$ cat src/hw/rtl/assert_macros.svh
// Assertion helpers shared by the RTL; all checks sample on clk and are
// held off while rst_n is low.
`ifndef ASSERT_MACROS_SVH
`define ASSERT_MACROS_SVH

// Condition must hold at every sampled edge.
`define ASSERT_ALWAYS(lbl, cond) \
    lbl: assert property (@(posedge clk) disable iff (!rst_n) (cond)) \
        else $error("assertion failed");

// Antecedent in one cycle implies consequent in the next.
`define ASSERT_NEXT(lbl, ante, cons) \
    lbl: assert property (@(posedge clk) disable iff (!rst_n) (ante) |=> (cons)) \
        else $error("assertion failed");

`endif

$ cat src/hw/rtl/scrd_pkg.sv
// ----------------------------------------------------------------------------
// scrd_pkg
// Types, constants and step functions of the stick calibration pipeline.
// ----------------------------------------------------------------------------
`timescale 1ns / 1ps

package scrd_pkg;

    // Q2.14 unity
    localparam logic [14:0] Q_ONE = 15'd16384;

    // divider: one entry stage (overflow check) plus one stage per quotient bit
    localparam int DIV_BITS   = 15;
    localparam int DIV_STAGES = DIV_BITS + 1;

    // root: square stage, sum stage, one stage per root bit
    localparam int SQRT_BITS   = 15;
    localparam int SQRT_STAGES = SQRT_BITS + 2;

    // configuration register indexes
    typedef enum logic [2:0] {
        REG_CENTER_X  = 3'd0,
        REG_CENTER_Y  = 3'd1,
        REG_RANGE_X   = 3'd2,
        REG_RANGE_Y   = 3'd3,
        REG_DRIFT_THR = 3'd4
    } cfg_reg_t;

    // one divider lane
    typedef struct packed {
        logic [30:0] rem;
        logic [14:0] quo;
        logic        ovf;
        logic [14:0] den;
    } div_lane_t;

    // root lane
    typedef struct packed {
        logic [29:0] rem;
        logic [28:0] sq;
        logic [14:0] root;
    } sq_lane_t;

    // load numerator (scaled by 2^14) and flag a quotient of 2^15 or more
    function automatic div_lane_t div_init(input logic [16:0] num, input logic [14:0] den);
        div_lane_t r;
        r.rem = {num, 14'b0};
        r.quo = '0;
        r.den = den;
        r.ovf = (r.rem >= {1'b0, den, 15'b0});
        return r;
    endfunction

    // one restoring step for quotient bit k
    function automatic div_lane_t div_step(input div_lane_t a, input int k);
        div_lane_t   r;
        logic [30:0] trial;
        r     = a;
        trial = 31'(a.den) << k;
        if (a.rem >= trial)
        begin
            r.rem = a.rem - trial;
            r.quo = a.quo | (15'd1 << k);
        end
        return r;
    endfunction

    // one digit step of the integer root for bit k
    function automatic sq_lane_t sq_step(input sq_lane_t a, input int k);
        sq_lane_t    r;
        logic [30:0] trial;
        r     = a;
        trial = (31'(a.root) << (k + 1)) + (31'd1 << (2 * k));
        if (31'(a.rem) >= trial)
        begin
            r.rem  = 30'(31'(a.rem) - trial);
            r.root = a.root | (15'd1 << k);
        end
        return r;
    endfunction

endpackage

$ cat src/hw/rtl/scrd_isqrt.sv
// ----------------------------------------------------------------------------
// scrd_isqrt
// Pipelined vector magnitude: squares, sum, then floor root one bit per stage.
// ----------------------------------------------------------------------------
`timescale 1ns / 1ps

module scrd_isqrt #(
    parameter int SIDE_W = 32
) (
    input  logic              clk,
    input  logic              rst_n,
    input  logic              in_valid,
    output logic              in_ready,
    input  logic [14:0]       mag_x,
    input  logic [14:0]       mag_y,
    input  logic [SIDE_W-1:0] side_in,
    output logic              out_valid,
    input  logic              out_ready,
    output logic [14:0]       root,
    output logic [SIDE_W-1:0] side_out
);

    localparam int NS = scrd_pkg::SQRT_STAGES;

    logic [NS-1:0]      v_reg;
    logic [NS-1:0]      v_prev;
    logic [NS:0]        en;
    scrd_pkg::sq_lane_t l_reg  [NS];
    scrd_pkg::sq_lane_t l_next [NS];
    logic [SIDE_W-1:0]  side_reg [NS];
    logic [29:0]        sq_x;
    logic [29:0]        sq_y;

    // stall chain
    always_comb
    begin
        en[NS] = out_ready;
        for (int s = NS - 1; s >= 0; s--)
        begin
            en[s] = !v_reg[s] || en[s + 1];
        end
    end

    assign in_ready = en[0];
    assign v_prev   = {v_reg[NS-2:0], in_valid};

    // squares of 15-bit magnitudes
    assign sq_x = {15'b0, mag_x} * {15'b0, mag_x};
    assign sq_y = {15'b0, mag_y} * {15'b0, mag_y};

    // stage datapath
    always_comb
    begin
        l_next[0].rem  = sq_x;
        l_next[0].sq   = sq_y[28:0];
        l_next[0].root = '0;
        l_next[1].rem  = l_reg[0].rem + 30'(l_reg[0].sq);
        l_next[1].sq   = '0;
        l_next[1].root = '0;
        for (int s = 2; s < NS; s++)
        begin
            l_next[s] = scrd_pkg::sq_step(l_reg[s - 1], NS - 1 - s);
        end
    end

    // valid bits
    always_ff @(posedge clk or negedge rst_n)
    begin
        if (!rst_n)
        begin
            v_reg <= '0;
        end
        else
        begin
            for (int s = 0; s < NS; s++)
            begin
                if (en[s])
                begin
                    v_reg[s] <= v_prev[s];
                end
            end
        end
    end

    // payload
    always_ff @(posedge clk)
    begin
        if (en[0])
        begin
            side_reg[0] <= side_in;
        end
        for (int s = 0; s < NS; s++)
        begin
            if (en[s])
            begin
                l_reg[s] <= l_next[s];
            end
        end
        for (int s = 1; s < NS; s++)
        begin
            if (en[s])
            begin
                side_reg[s] <= side_reg[s - 1];
            end
        end
    end

    assign out_valid = v_reg[NS-1];
    assign root      = l_reg[NS-1].root;
    assign side_out  = side_reg[NS-1];

endmodule

$ cat config.mk
export PLATFORM = sky130hd
export DESIGN_NAME = scrd_isqrt
export DESIGN_NICKNAME = d
export VERILOG_FILES = /design/src/hw/rtl/assert_macros.svh /design/src/hw/rtl/scrd_pkg.sv /design/src/hw/rtl/scrd_isqrt.sv
export SDC_FILE = /design/constraint.sdc
export NUM_CORES = 2
export LEC_CHECK = 0
export ABC_AREA = 1
export BUFFER_PORTS_ARGS = -buffer_cell sky130_fd_sc_hd__buf_2
export CELL_PAD_IN_SITES_DETAIL_PLACEMENT = 0
export CELL_PAD_IN_SITES_GLOBAL_PLACEMENT = 1
export CORE_MARGIN = 1.5
export CORE_UTILIZATION = 25
export DETAILED_ROUTE_END_ITERATION = 7
export GPL_TIMING_DRIVEN = 1
export PLACE_DENSITY = 0.42
export SYNTH_ARGS = -nofsm -noshare
export SYNTH_HDL_FRONTEND = slang
export SYNTH_SLANG_ARGS = --single-unit
$ cat constraint.sdc
create_clock -name clk -period 13.8 [get_ports clk]
set_input_delay 0.69 -clock clk [delete_from_list [all_inputs] [get_ports clk]]
set_output_delay 0.69 -clock clk [all_outputs]
set_load 0.005 [all_outputs]
==> run summary <==
VDD IR max: 0.153 mV
Drt wl/cell: 17.2 um
Layout Cells excl Fill: 8562
Starting density of the core: 25.1%
Sequential area share after synthesis: 58.2%
Pleak: 29.6 nW
Reg clk slew, reported paths: 0.06 ns
Main flop type after synthesis: edfxtp_1
Status: finished clean
Netlist cell types: 69
Fin nets: 5933
Setup repair bufs after CTS: 0
Setup-failing EPs final: 0
Post-Route WL: 147 mm
Metal-1 WL: 65.4 mm
Worst Max-Slew Pin Slew: 1.03 ns
Final Instance Area: 0.0697 mm^2
Total CTS buffers: 139
Die area: 0.248 mm^2
Hold-fix buffers, CTS: 1
Ys Warns: 0
Relative slew margins: 31.6%
Antenna Nets Post-Route: 0
Clock Skew: 0.0301 ns
RSZ-0062 raised after global routing: no
Vias per inst: 4.07
Clk buf depth: 3
Cell count after synthesis: 5079
Placed cell areas: 0.0653 mm^2
Commonest cells after routing, fill and taps aside: edfxtp_1, inv_1, nand2_1, ha_1, nor2_1
Fin Setup TNS: 0 ns
DIE HEIGHT: 498 um
Dpl cells: 8311
Vias in the first global route: 37.8k
Met2 routed WL: 73.6 mm
Commonest non-fill, non-tap cell in the layout: edfxtp_1
Max-Cap Viols: 0
Worst hold start: side_in[23]
Post_cts resized: 0
CTS Root Cell: clkbuf_16
Global Route Usage Sum: 11.9%
Worst hold path type: input port to flip-flop
Hold Fails Final Rpt: 0
WL met3: 4.87 mm
Post-synth ARST share: 1.43%
Total grt overflow: 0
Synthesis-stage register bit count: 1188
First-pass GRT wire length: 227 mm
Dpl hpwl: 115 mm
Crit path kind: input port to flip-flop
Via Count: 34.9k
Max reg flops: 627
Power Dens Cells: 262 mW/mm^2
Worst setup SP type: input port
Clock Sinks: 1188
CP required: 14.30 ns
Post-synthesis instance area: 0.0612 mm^2
Fin crit share: 40.6%
Highest metal layer with signal wires: met5
H-tree depth: 4
FP Rows: 181
Worst skew pair latency: 0.75 ns
DRC Markers: 0
Iter 0 DRT Violations: 1786
Layout fillers: 25.1k
Max Clock Freq: 178 MHz
Routability cong.: 0.800
Mapped Nets: 5761
Worst setup path start: mag_y[3]
Reg area: 0.0356 mm^2
Core ar.: 0.243 mm^2
Min Tclk post-route: 5.60 ns
Share of cells above drive strength 1: 8.81%
CTS tree: yes
Final Util: 28.7%
Area Overhead vs Synth: 14.0%
Slew Viols, Final: 0
Largest net degree at the start of global routing: 75
Io pins: 115
Crit Reg-Reg Startpoint: v_reg[16]
Initial antenna violation count: 24
CP Data Arrival Time: 6.10 ns
Multi-input gate area: 0.0215 mm^2
Avg Inst Size Synth: 12.0 um^2
Port bufs: 114
Pre-antenna DRT Iters: 5
Critical Path Fanout Max: 16
EDFF count, synth: 1171
Width of the die: 498 um
Crit. End Element: flip-flop
## metrics by stage
stage | hold WS [ns] | power (mW) | worst slack, ns
after floorplan | 0.394 | 12.3 | 3.67
after global placement | 0.402 | 15.1 | 7.44
after detailed placement | 0.405 | 15.0 | 7.40
after CTS | 0.0354 | 18.8 | 8.24
after global routing | 0.0580 | 20.0 | 7.93
final | 0.124 | 18.3 | 8.20
## cell usage after synthesis (3+ instances only)
master / instances / share of area (%)
nor2_2: 12 / 0.12
nand2_1: 759 / 4.7
mux2_2: 3 / 0.055
a21oi_1: 238 / 1.9
o21ai_1: 29 / 0.24
inv_2: 4 / 0.025
nor2_1: 317 / 1.9
fa_1: 270 / 8.8
nand2_2: 11 / 0.11
o21ai_2: 16 / 0.23
clkbuf_1: 38 / 0.23
nand3_2: 6 / 0.098
o21ai_0: 154 / 1.3
nand3_1: 112 / 0.92
o31ai_1: 4 / 0.049
buf_4: 50 / 0.61
dfrtp_1: 17 / 0.70
a31oi_1: 16 / 0.16
nor3_2: 3 / 0.049
or2_2: 48 / 0.49
o21a_1: 8 / 0.098
a211oi_1: 5 / 0.061
o21bai_1: 19 / 0.23
ha_1: 346 / 7.1
nand3b_1: 5 / 0.061
nand4_1: 43 / 0.44
nor3_1: 48 / 0.39
inv_1: 908 / 5.6
nor3b_1: 5 / 0.061
and2_1: 5 / 0.051
xor2_1: 148 / 2.1
xnor2_1: 99 / 1.4
a21o_1: 30 / 0.37
buf_6: 7 / 0.13
o2111ai_1: 6 / 0.086
edfxtp_1: 1171 / 57
nor4_1: 52 / 0.53
buf_2: 10 / 0.082
a21boi_0: 4 / 0.049
a21oi_2: 4 / 0.057
o211ai_1: 14 / 0.17
## final cells by class
cell class	count	area share [%]
repair buffers	137	1.07
well taps	3202	5.74
clock inverters	67	0.981
flip-flops and latches	1188	51.0
multi-input cells	2873	30.9
inverters	912	4.91
diodes	3	0.0108
clock buffers	180	5.38
## logic make-up (layout without fill, tap and decap cells)
logic type / Yosys count / in the layout / share of synthesized area, %
compound gates: 565 / 565 / 5.38
xor+xnor: 247 / 247 / 3.54
fa+ha+maj: 616 / 616 / 15.9
buf+inv: 1018 / 1296 / 6.69
flops: 1188 / 1188 / 58.2
mux: 3 / 3 / 0.0552
other cells: 0 / 3 / 0
simple gates: 1442 / 1442 / 10.2
## final timing paths
check	to	slack, ns	cells past startpoint
worst max-delay path	l_reg[0][39]	8.20	19
worst min-delay path	side_reg[0][23]	0.12	1
worst max register to register	l_reg[0][22]	9.37	11
min in group asynchronous	v_reg[14]	0.51	2
worst min register to register	side_reg[0][354]	0.40	0
max in group asynchronous	v_reg[0]	12.78	2
## power breakdown
group	switching, mW	total (mW)	internal [mW]	leakage, nW
logic	5.00	7.87	2.86	15.3
registers	0.803	6.85	6.05	12.1
clock network	1.48	3.58	2.10	2.17
total	7.28	18.3	11.0	29.6
## per-layer routing
metal | vias to the layer above | track usage [%]
met4 | 2 | 2.98
met1 | 16900 | 14.8
met2 | 470 | 21.3
met3 | 178 | 2.00
met5 | - | 0
li1 | 17400 | -
## critical path, cell delays in order
cell	delay, ns
buf_2	0.33
nand2_1	0.14
fa_1	0.57
fa_1	0.56
inv_1	0.05
fa_1	0.51
fa_1	0.44
fa_1	0.55
inv_1	0.06
fa_1	0.53
inv_1	0.04
ha_1	0.34
a21oi_1	0.25
o21ai_0	0.12
a21oi_1	0.30
inv_1	0.14
a21o_1	0.21
a21oi_1	0.18
xnor2_1	0.08
Note: power is estimated with default switching activity, not from simulation.
