<file path="config.mk">
export PLATFORM = sky130hd
export DESIGN_NAME = scrd_div2
export DESIGN_NICKNAME = d
export VERILOG_FILES = /design/src/hw/rtl/assert_macros.svh /design/src/hw/rtl/scrd_pkg.sv /design/src/hw/rtl/scrd_div2.sv
export SDC_FILE = /design/constraint.sdc
export NUM_CORES = 2
export LEC_CHECK = 0
export BUFFER_PORTS_ARGS = -buffer_cell sky130_fd_sc_hd__buf_4
export CAP_MARGIN = 30
export CORE_ASPECT_RATIO = 1.25
export CORE_MARGIN = 8
export CORE_UTILIZATION = 35
export DETAILED_ROUTE_END_ITERATION = 10
export PLACE_DENSITY = 0.6
export SYNTH_ARGS = -nofsm -noshare
export SYNTH_HDL_FRONTEND = slang
export SYNTH_SLANG_ARGS = --single-unit
</file>
<file path="constraint.sdc">
create_clock -name clk -period 28.8 [get_ports clk]
set_input_delay 1.44 -clock clk [delete_from_list [all_inputs] [get_ports clk]]
set_output_delay 1.44 -clock clk [all_outputs]
set_load 0.05 [all_outputs]
</file>
<file path="src/hw/rtl/assert_macros.svh">
// Assertion helpers shared by the RTL; all checks sample on clk and are
// held off while rst_n is low.
`ifndef ASSERT_MACROS_SVH
`define ASSERT_MACROS_SVH

// Condition must hold at every sampled edge.
`define ASSERT_ALWAYS(lbl, cond) \
    lbl: assert property (@(posedge clk) disable iff (!rst_n) (cond)) \
        else $error("assertion failed");

// Antecedent in one cycle implies consequent in the next.
`define ASSERT_NEXT(lbl, ante, cons) \
    lbl: assert property (@(posedge clk) disable iff (!rst_n) (ante) |=> (cons)) \
        else $error("assertion failed");

`endif

</file>
<file path="src/hw/rtl/scrd_pkg.sv">
// ----------------------------------------------------------------------------
// scrd_pkg
// Types, constants and step functions of the stick calibration pipeline.
// ----------------------------------------------------------------------------
`timescale 1ns / 1ps

package scrd_pkg;

    // Q2.14 unity
    localparam logic [14:0] Q_ONE = 15'd16384;

    // divider: one entry stage (overflow check) plus one stage per quotient bit
    localparam int DIV_BITS   = 15;
    localparam int DIV_STAGES = DIV_BITS + 1;

    // root: square stage, sum stage, one stage per root bit
    localparam int SQRT_BITS   = 15;
    localparam int SQRT_STAGES = SQRT_BITS + 2;

    // configuration register indexes
    typedef enum logic [2:0] {
        REG_CENTER_X  = 3'd0,
        REG_CENTER_Y  = 3'd1,
        REG_RANGE_X   = 3'd2,
        REG_RANGE_Y   = 3'd3,
        REG_DRIFT_THR = 3'd4
    } cfg_reg_t;

    // one divider lane
    typedef struct packed {
        logic [30:0] rem;
        logic [14:0] quo;
        logic        ovf;
        logic [14:0] den;
    } div_lane_t;

    // root lane
    typedef struct packed {
        logic [29:0] rem;
        logic [28:0] sq;
        logic [14:0] root;
    } sq_lane_t;

    // load numerator (scaled by 2^14) and flag a quotient of 2^15 or more
    function automatic div_lane_t div_init(input logic [16:0] num, input logic [14:0] den);
        div_lane_t r;
        r.rem = {num, 14'b0};
        r.quo = '0;
        r.den = den;
        r.ovf = (r.rem >= {1'b0, den, 15'b0});
        return r;
    endfunction

    // one restoring step for quotient bit k
    function automatic div_lane_t div_step(input div_lane_t a, input int k);
        div_lane_t   r;
        logic [30:0] trial;
        r     = a;
        trial = 31'(a.den) << k;
        if (a.rem >= trial)
        begin
            r.rem = a.rem - trial;
            r.quo = a.quo | (15'd1 << k);
        end
        return r;
    endfunction

    // one digit step of the integer root for bit k
    function automatic sq_lane_t sq_step(input sq_lane_t a, input int k);
        sq_lane_t    r;
        logic [30:0] trial;
        r     = a;
        trial = (31'(a.root) << (k + 1)) + (31'd1 << (2 * k));
        if (31'(a.rem) >= trial)
        begin
            r.rem  = 30'(31'(a.rem) - trial);
            r.root = a.root | (15'd1 << k);
        end
        return r;
    endfunction

endpackage

</file>
<file path="src/hw/rtl/scrd_div2.sv">
// ----------------------------------------------------------------------------
// scrd_div2
// Two-lane pipelined restoring divider: quo = (num * 2^14) / den, one bit
// per stage, with a flag for quotients of 2^15 or more.
// ----------------------------------------------------------------------------
`timescale 1ns / 1ps

module scrd_div2 #(
    parameter int SIDE_W = 4
) (
    input  logic              clk,
    input  logic              rst_n,
    input  logic              in_valid,
    output logic              in_ready,
    input  logic [16:0]       num_x,
    input  logic [14:0]       den_x,
    input  logic [16:0]       num_y,
    input  logic [14:0]       den_y,
    input  logic [SIDE_W-1:0] side_in,
    output logic              out_valid,
    input  logic              out_ready,
    output logic [14:0]       quo_x,
    output logic              ovf_x,
    output logic [14:0]       quo_y,
    output logic              ovf_y,
    output logic [SIDE_W-1:0] side_out
);

    localparam int NS = scrd_pkg::DIV_STAGES;

    logic [NS-1:0]       v_reg;
    logic [NS-1:0]       v_prev;
    logic [NS:0]         en;
    scrd_pkg::div_lane_t lx_reg  [NS];
    scrd_pkg::div_lane_t ly_reg  [NS];
    scrd_pkg::div_lane_t lx_next [NS];
    scrd_pkg::div_lane_t ly_next [NS];
    logic [SIDE_W-1:0]   side_reg [NS];

    // a stage moves when it is empty or its successor moves
    always_comb
    begin
        en[NS] = out_ready;
        for (int s = NS - 1; s >= 0; s--)
        begin
            en[s] = !v_reg[s] || en[s + 1];
        end
    end

    assign in_ready = en[0];
    assign v_prev   = {v_reg[NS-2:0], in_valid};

    // stage datapath
    always_comb
    begin
        lx_next[0] = scrd_pkg::div_init(num_x, den_x);
        ly_next[0] = scrd_pkg::div_init(num_y, den_y);
        for (int s = 1; s < NS; s++)
        begin
            lx_next[s] = scrd_pkg::div_step(lx_reg[s - 1], NS - 1 - s);
            ly_next[s] = scrd_pkg::div_step(ly_reg[s - 1], NS - 1 - s);
        end
    end

    // valid bits
    always_ff @(posedge clk or negedge rst_n)
    begin
        if (!rst_n)
        begin
            v_reg <= '0;
        end
        else
        begin
            for (int s = 0; s < NS; s++)
            begin
                if (en[s])
                begin
                    v_reg[s] <= v_prev[s];
                end
            end
        end
    end

    // payload
    always_ff @(posedge clk)
    begin
        if (en[0])
        begin
            side_reg[0] <= side_in;
        end
        for (int s = 0; s < NS; s++)
        begin
            if (en[s])
            begin
                lx_reg[s] <= lx_next[s];
                ly_reg[s] <= ly_next[s];
            end
        end
        for (int s = 1; s < NS; s++)
        begin
            if (en[s])
            begin
                side_reg[s] <= side_reg[s - 1];
            end
        end
    end

    assign out_valid = v_reg[NS-1];
    assign quo_x     = lx_reg[NS-1].quo;
    assign ovf_x     = lx_reg[NS-1].ovf;
    assign quo_y     = ly_reg[NS-1].quo;
    assign ovf_y     = ly_reg[NS-1].ovf;
    assign side_out  = side_reg[NS-1];

endmodule

</file>
==> key figures <==
Yosys
  – Post-synth EDFFs: 1478
  – Most common flop cell mapped by yosys: edfxtp_1
  – Cell Area, Synth: around 76000 sq um
  – Compound-Gate Fraction of Synth Area: 0.103
  – Post-Syn Instances: 6278
  – Post-synth cell types: 90
  – Avg Cell Area, Syn: between 10 and 15 sq um
  – Mux contribution to synthesized area: 0.0141
  – Syn nets: slightly below 7000
  – Top-count cell post-synth: edfxtp_1
  – Xor-xnor portion of the synthesized cell area: 0.0604
  – Commonest cells post-synth: edfxtp_1 (1478), inv_1 (624), ha_1 (478), nor2_1 (439), a21oi_1 (397)
  – Leading area contributor after synthesis: edfxtp_1
  – Yosys warnings: 0
  – Area share of and/or/nand/nor cells after synthesis: 0.108
  – Yosys top cell area share: 0.584
  – Largest family of logic cells by synthesized area: simple AND/OR/NAND/NOR gates
  – Share of async-settable or async-resettable flops after synthesis: 0.0107
  – FF+latch count, synth: around 1500
  – Part of the Yosys area used for sequential elements: 0.590
  – Top post-synthesis cells by area: edfxtp_1 (58%), ha_1 (7.9%), inv_1 (3.1%), xnor2_1 (3.0%), xor2_1 (3.0%)
  – Synth Area in Adders: 0.0861

Pwr
  – Internal Power: around 6 mW
  – Worst vdd ir: 0.0735 mV
  – PwrDens: about 110 nW/um^2
  – Psw: 3.05 mW
  – Sw Ratio: 0.338
  – Sequential share of power: 0.418
  – Lkg Pwr: 33.1 nW
  – Comb power frac: 0.370
  – Clock group share of total power: 0.212

Setup path
  – Slowest cell delay on critical path: approximately 0.58 ns
  – CP arrival: around 6.4 ns
  – CP cell instances: buf_4 > nand2b_2 > buf_4 > nor2_1 > inv_4 > nor2_1 > and2_1 > nand4_1 > buf_4 > nor2_1 > nand4_1 > nor2_1 > nand3_4 > buf_4
  – Critical Path Start Type: input pin
  – Critical path's slowest cell: nor2_1
  – Crit path kind: input pin to primary output
  – Worst Path Max Fanout: 54
  – Worst EP required: about 27 ns
  – Crit path max-delay family: simple AND/OR/NAND/NOR gates
  – CP endpoint kind: primary output
  – WP buf/inv: 5

Die
  – Rows: 191
  – DIE AREA: around 230000 sq um
  – Core area: ~220000 sq um
  – Io pins: 110
  – Initial core utilization: 0.351
  – Die Width: between 400 and 500 microns
  – Die height: approximately 540 microns

Timing
  – Setup TNS: 0 ns
  – Min Tclk post-route: 7.80 ns
  – Hold_ws: roughly 0.4 ns
  – Final hold vios: 0
  – RSZ-0062 raised after global routing: false
  – Final Max Slew Viols: 0
  – PnR worst setup slack: between 20 and 25 ns
  – Final setup vio count: 0
  – Tcrit/Tclk final: 0.271
  – F_max: 0.128 GHz
  – Relative slew margins: 0.311
  – Clk_skew: approximately 0.030 ns
  – Slew @ Worst Pin: 1.03 ns

CTS
  – Hold buffers post-CTS: 0
  – CTS buffer count: ~160
  – Worst-Skew Late Latency: 0.79 ns
  – Post-CTS setup buffers: 0
  – CTS tree: done
  – Root Buffer: clkbuf_16
  – Clock buffer depth: 3
  – Post-CTS Resized: 0
  – CTS clk-pin slew, worst paths: roughly 0.060 ns
  – H-tree lvl count: 4
  – Sink Count: around 1500

Global routing
  – First-pass GRT wire length: 226000 microns
  – Vias in the first global route: ~47000
  – Grt ovf: 0
  – Total routing usage reported by global routing: 0.116
  – Initial antenna violation count: 1
  – Largest net degree at the start of global routing: 80

Layout
  – Share of layout cells above drive strength 1: 0.0830
  – Final Net Count: ~7000
  – Number of fill cells in the layout: between 20000 and 25000
  – Synth-to-Final Area Change: 12.2%
  – Finished Cell Area: around 85000 sq um

Detailed routing
  – Final routed DRC violation total: 0
  – Drt first pass iters: 8
  – First DRT Iteration DRCs: about 2100
  – DRT antenna net count: 0
  – Final WL: roughly 140000 microns
  – Routed vias: between 40000 and 50000
  – WL per Instance: 14.4 microns
  – Vias per cell: ~4.8

Outcome
  – Run status: finished clean

Placement
  – GP Congestion: 0.898
  – Placed cell area: between 80000 and 90000 sq um
  – Post-DP HPWL: about 110000 microns
  – Input/output buffers: between 100 and 150
  – Setup WS pre-CTS: 20.91 ns

Flow run
  – Total of max-cap violations: 0

Hold path
  – Hold Path Class: flip-flop to flip-flop
[path summary, 6_finish.rpt]
check	from	end	slack (ns)	cells past startpoint
hold reg to reg	ly_reg[1][210]$_DFFE_PP_	ly_reg[1][272]$_DFFE_PP_	0.41	0
max in group asynchronous	rst_n	v_reg[12]$_DFFE_PN0P_	28.06	1
setup reg to reg	v_reg[15]$_DFFE_PN0P_	lx_reg[0][52]$_DFFE_PP_	23.25	13
min in group asynchronous	rst_n	v_reg[6]$_DFFE_PN0P_	0.53	1
hold / removal	ly_reg[1][210]$_DFFE_PP_	ly_reg[1][272]$_DFFE_PP_	0.41	0
setup / recovery	out_ready	in_ready	21.00	14
[layout make-up]
cell class                 count  area [sq um]  share of cell area
multi-input combinational   4039         28300               0.332
timing repair buffer         143          1160              0.0136
clock inverter                92           771             0.00904
clock buffer                 195          4200              0.0493
sequential                  1494         44800               0.526
inverter                     627          2360              0.0277
tap                         2895          3620              0.0425
antenna                        1          2.50           0.0000294
[worst register-to-register path, stage by stage (launching register included)]
cell	delay [ns]
dfrtp_1	0.37
nand2b_2	0.07
buf_4	0.29
nor2_1	0.48
inv_4	0.36
nor2_1	0.40
and2_1	0.41
nand4_1	0.16
buf_4	0.26
nor2_1	0.54
nand4_1	0.48
nor2_1	0.58
nand3_4	0.35
buf_4	0.46
[stage by stage]
stage | power (mW) | cells | utilization
floorplan | 6.36 | 6278 | -
CTS | 9.10 | 9485 | 0.394
global route | 9.68 | 9486 | 0.394
detailed placement | 7.14 | 9198 | 0.371
global placement | 7.04 | 9193 | 0.370
finish | 9.03 | 9486 | 0.394
[cell usage in the layout, fill, tap and decap left out, drive strengths merged, types with 16 or more instances in the layout]
| cell | n |
|---|---|
| a21oi | 399 |
| mux2 | 93 |
| or3 | 56 |
| nor3b | 21 |
| nor2b | 83 |
| o21a | 91 |
| o211ai | 26 |
| or2 | 26 |
| buf | 143 |
| dfrtp | 16 |
| and3 | 30 |
| nor3 | 157 |
| a211oi | 33 |
| nand2b | 105 |
| xor2 | 261 |
| a21o | 131 |
| ha | 478 |
| nor2 | 441 |
| and2 | 24 |
| edfxtp | 1478 |
| or4 | 21 |
| nand4 | 72 |
| clkinv | 68 |
| a21boi | 27 |
| o41ai | 17 |
| xnor2 | 263 |
| o21bai | 22 |
| fa | 28 |
| nand2 | 379 |
| nand3 | 88 |
| nand3b | 18 |
| o31ai | 32 |
| clkbuf | 195 |
| nor4 | 88 |
| o21ai | 347 |
| inv | 635 |
| a31oi | 36 |
[kinds of logic (layout without fill, tap and decap cells)]
group | count (synthesis) | count (layout)
adders and majority gates | 506 | 506
AOI/OAI and AO/OA | 1271 | 1271
DFF | 1494 | 1494
xor gates and xnor gates | 524 | 524
and+or+nand+nor | 1643 | 1643
other | 0 | 1
muxes | 95 | 95
buffers and inverters | 745 | 1057
[power groups by stage]
stage | Sequential, mW | Clock, mW | Combinational (mW)
detailed placement | 3.82 | 0 | 3.32
global route | 3.85 | 2.06 | 3.76
global placement | 3.80 | 0 | 3.24
CTS | 3.78 | 1.98 | 3.34
finish | 3.77 | 1.91 | 3.34
floorplan | 3.69 | 0 | 2.67
[metal layers]
layer,wire [microns],GRT usage
met1,54600,0.122
met2,71400,0.221
met3,4110,0.0191
met4,6330,0.0566
met5,0,0
(Power assumes the default switching activity.)
